### src/hw/rtl/pdtt_table.sv
// ---------------------------------------------------------------------------
// pdtt_table
// Duration storage: one write port, one registered read port, and a
// clearing pass after reset that zeroes one entry per cycle.
// ---------------------------------------------------------------------------
module pdtt_table #(
    parameter int MAX_PANELS    = 256,
    parameter int DURATION_BITS = 16,
    parameter int IW            = 8
) (
    input  logic                     i_clk,
    input  logic                     i_rst_n,
    input  logic                     i_we,
    input  logic [IW-1:0]            i_waddr,
    input  logic [DURATION_BITS-1:0] i_wdata,
    input  logic                     i_re,
    input  logic [IW-1:0]            i_raddr,
    output logic [DURATION_BITS-1:0] o_rdata,
    output logic                     o_clearing
);

    logic [DURATION_BITS-1:0] r_mem [MAX_PANELS];
    logic [DURATION_BITS-1:0] r_rdata;
    logic                     r_clearing;
    logic [IW-1:0]            r_clr_idx;

    logic                     wr_en;
    logic [IW-1:0]            wr_addr;
    logic [DURATION_BITS-1:0] wr_data;

    always_ff @(posedge i_clk) begin
        if (!i_rst_n) begin
            r_clearing <= 1'b1;
            r_clr_idx  <= '0;
        end else if (r_clearing) begin
            if (r_clr_idx == IW'(MAX_PANELS - 1)) begin
                r_clearing <= 1'b0;
            end
            r_clr_idx <= r_clr_idx + 1'b1;
        end
    end

    always_comb begin
        wr_en   = r_clearing | i_we;
        wr_addr = r_clearing ? r_clr_idx : i_waddr;
        wr_data = r_clearing ? '0 : i_wdata;
    end

    always_ff @(posedge i_clk) begin
        if (wr_en) begin
            r_mem[wr_addr] <= wr_data;
        end
        if (i_re) begin
            r_rdata <= r_mem[i_raddr];
        end
    end

    assign o_rdata    = r_rdata;
    assign o_clearing = r_clearing;

endmodule

### config.mk
export PLATFORM = sky130hd
export DESIGN_NAME = pdtt_table
export DESIGN_NICKNAME = d
export VERILOG_FILES = /design/src/hw/rtl/pdtt_table.sv
export SDC_FILE = /design/constraint.sdc
export NUM_CORES = 2
export LEC_CHECK = 0
export ABC_AREA = 1
export BUFFER_PORTS_ARGS = -buffer_cell sky130_fd_sc_hd__buf_2
export CAP_MARGIN = 10
export CORE_MARGIN = 1
export CORE_UTILIZATION = 35
export DETAILED_ROUTE_END_ITERATION = 7
export PLACE_DENSITY = 0.62
export SKIP_LAST_GASP = 1
export SLEW_MARGIN = 15
export SYNTH_ARGS = -nofsm -noshare
export SYNTH_HDL_FRONTEND = slang
export SYNTH_SLANG_ARGS = --single-unit
### constraint.sdc
create_clock -name i_clk -period 8.22 [get_ports i_clk]
set_input_delay 0 -clock i_clk [delete_from_list [all_inputs] [get_ports i_clk]]
set_output_delay 0 -clock i_clk [all_outputs]
set_load 0.01 [all_outputs]
==> impl_metrics.py <==
metrics = {
    "routing": {
        "drc": 0,
        "wire_per_inst_microns": 23.6,
        "wl_met1_microns": 200000,
        "wl_met3_microns": 46900,
        "highest_layer": "met5",
        "routed_via_density": 5.37,
        "antenna_left": 0,
        "vias": 109000,
        "drtIter0Drc": 15700,
        "dr.pass1.iters": 6,
        "wl_met2_microns": 213000,
        "wirelength_microns": 478000,
    },
    "clock_tree": {
        "clk_latency_ns": 0.98,
        "cts_setup_buffers": 0,
        "cts-buffers-inserted": 407,
        "htree_levels": 5,
        "cts_buffer_depth": 4,
        "clkTransAtPathRegs_ns": 0.06,
        "cts_sinks": 4121,
        "ctsRootBufferMaster": "clkbuf_16",
        "cts_tree": "built",
    },
    "synth": {
        "dominantRegCellSynth": "edfxtp_1",
        "synthMuxAreaShare_pct": 0,
        "ys_seq_elements": 4121,
        "synth-compound-area-share_pct": 0.0625,
        "synth_top_family_by_area": "simple AND/OR/NAND/NOR gates",
        "syn_nets": 13800,
        "synth_area_sq_um": 166000,
        "seq_area_frac_synth_pct": 74.5,
        "yosys.area.top_type": "edfxtp_1",
        "yosys.area_share.simple_pct": 22.5,
        "synthCells": 13700,
        "yosys_warnings": 0,
        "synth_top_area_share_pct": 74.4,
        "ys_types": 28,
        "syn_avg_cell_area_sq_um": 12.1,
        "synth_adder_area_share_pct": 0.00753,
        "synth-async-reset-ratio_pct": 0,
        "synth_edf_count": 4112,
        "yosys-top-cells-area": "edfxtp_1 (74%), nand3_1 (12%), nand2_1 (9.5%)",
        "synthXorXnorAreaFrac_pct": 0.00527,
        "synth.most_common_cell": "nand2_1",
        "synth_common_cells": "nand2_1 (4213), edfxtp_1 (4112), nand3_1 (4034)",
    },
    "hold_path": {
        "hp-class": "input pin to register",
    },
    "die": {
        "row_count": 252,
        "die_x_microns": 691,
        "ioPinCount": 53,
        "initial_core_util_pct": 35.2,
        "dieArea_sq_um": 477000,
        "fp.dieH_microns": 691,
        "core_area_sq_um": 472000,
    },
    "power_and_ir_drop": {
        "peakVddDrop_mv": 0.170,
        "total_power_mw": 43.1,
        "power.density_nw_per_um2": 232,
        "leakagePower_nw": 65.1,
    },
    "finish": {
        "area_growth_pct": 12.1,
        "drive_above_1_share_pct": 7.74,
        "nFillCells": 43800,
        "nets": 13700,
    },
    "job": {
        "cap_violations": 0,
    },
    "global_routing": {
        "overflow": 0,
        "grt_pass1_wl_microns": 693000,
        "antenna_found_initial": 25,
        "grt_use_total_pct": 19.2,
        "grt_max_degree": 210,
        "first_global_vias": 99700,
    },
    "placed_design": {
        "dp_slack_ns": 3.40,
        "gp_congestion": 0.831,
        "port_buffers": 52,
        "dpl.hpwl_microns": 250000,
    },
    "timing": {
        "drv_slew": 54,
        "fin_worst_skew_ns": 0.0330,
        "tightest_slew_ns": 1.61,
        "setup_viol": 0,
        "rsz0062_at_grt": "no",
        "max_freq_mhz": 227,
        "layout_min_cycle_time_ns": 4.40,
        "min_period_over_period_pct": 53.5,
        "slew_headroom_pct": -7.14,
        "setup_slack_ns": 3.82,
        "hold_violations": 0,
    },
    "critical_path": {
        "rrSetupSlack_ns": 4.03,
        "critPathBufInv": 6,
        "cp-start-kind": "input pin",
        "endpoint_kind": "register",
        "crit_chain": "buf_12 -> buf_12 -> buf_4 -> buf_4 -> nand2_1 -> nand3_1 -> nand3_1 -> nand3_1 -> nand3_1 -> nand3_1 -> nand3_1 -> nand2_1 -> dlygate4sd3_1 -> nand2_1 -> nand2_1 -> dlygate4sd3_1",
        "critPathMaxStageDelay_ns": 0.82,
        "cp_common_cell": "nand3_1",
        "cp_max_fo": 128,
        "crit_required_ns": 9.06,
        "criticalPathCategory": "input pin to register",
        "critical_path_arrival_ns": 5.24,
        "crit_family": "buffers and inverters",
        "cp_slowest_cell": "buf_4",
    },
    "run_status": {
        "status": "finished, violations left",
        "failed_checks": "slew limit",
    },
}
-- worst reg2reg max path, cell delays in order (launching register included) --
cell and delay (ns):
dfxtp_4 0.83, nand2_1 0.15, o21ai_2 0.13, inv_1 0.10
nor2_1 0.75, nand2_1 0.80, nor2_1 0.84, buf_4 0.30
-- routing by layer --
layer	GRT usage (%)	up-vias
met4	6.70	18
met5	0	-
met3	3.22	845
li1	-	48800
met1	27.9	53500
met2	29.1	5494
-- repair_timing --
action / CTS / global route
endpoints found under the hold margin: 1078 / 0
hold buffers: 26 / 0
gates resized for setup: 0 / 0
-- state kept, by name, indices dropped and copies added (netlist names) --
signal	count
o_rdata	16
o_clearing	1
r_mem	4096
r_clr_idx	8
-- layout make-up --
type | count | area [sq um] | area share (%)
Sequential cell | 4121 | 124000 | 66.4
Multi-Input combinational cell | 8592 | 37600 | 20.2
Clock buffer | 501 | 10700 | 5.74
Tap cell | 6223 | 7790 | 4.18
Timing Repair Buffer | 470 | 4090 | 2.20
Clock inverter | 238 | 1990 | 1.07
Inverter | 63 | 274 | 0.147
Antenna cell | 3 | 7.51 | 0.00403
-- cells in the final DEF (no fill, tap or decap), types with 6 or more instances in the layout --
cell / Yosys / final
buf_12: 0 / 47
buf_2: 522 / 46
buf_4: 132 / 347
bufinv_16: 0 / 29
clkbuf_1: 132 / 87
clkbuf_16: 0 / 414
clkinv_1: 1 / 100
clkinv_2: 0 / 83
clkinvlp_4: 0 / 6
dfxtp_1: 9 / 8
dlygate4sd3_1: 0 / 26
edfxtp_1: 4112 / 4112
inv_1: 56 / 54
inv_16: 0 / 6
inv_6: 0 / 11
inv_8: 0 / 6
nand2_1: 4213 / 4198
nand2_2: 5 / 20
nand3_1: 4034 / 4034
nor2_1: 303 / 262
nor2_2: 7 / 32
nor2_4: 0 / 16
o21ai_0: 7 / 7
-- path summary, 6_finish.rpt --
path | from | endpoint | cells past startpoint
min reg2reg | r_clr_idx[6] | r_clr_idx[7] | 2
max | i_raddr[0] | o_rdata[2] | 16
min | i_re | o_rdata[4] | 2
max reg2reg | o_clearing | r_mem[17][4] | 7
-- through the flow --
| step | util [%] | TNS [ns] | instance area (sq um) | instances | hold WS [ns] |
|---|---|---|---|---|---|
| global placement | 36.7 | 0 | 173000 | 19400 | 0.267 |
| detailed placement | 36.7 | 0 | 173000 | 19400 | 0.262 |
| finish | 39.5 | 0 | 186000 | 20200 | 0.129 |
| CTS | 39.5 | 0 | 186000 | 20200 | 0.0564 |
| floorplan | - | -259.77 | 166000 | 13700 | 0.0762 |
| global route | 39.5 | 0 | 186000 | 20200 | 0.122 |
-- cell families (layout without fill, tap and decap cells) --
logic type | after synthesis | in the layout
xor+xnor | 1 | 1
other cells | 0 | 3
buf+inv | 1002 | 1272
simple gates | 8573 | 8573
flops | 4121 | 4121
compound gates | 17 | 17
fa+ha+maj | 1 | 1
-- power by group --
| part | total (mW) | switching (mW) | internal (mW) |
|---|---|---|---|
| Clock | 18.1 | 7.95 | 10.1 |
| Combinational | 2.25 | 1.69 | 0.557 |
| Sequential | 22.8 | 0.0141 | 22.8 |
| Total | 43.1 | 9.65 | 33.5 |
(Power assumes the default switching activity.)
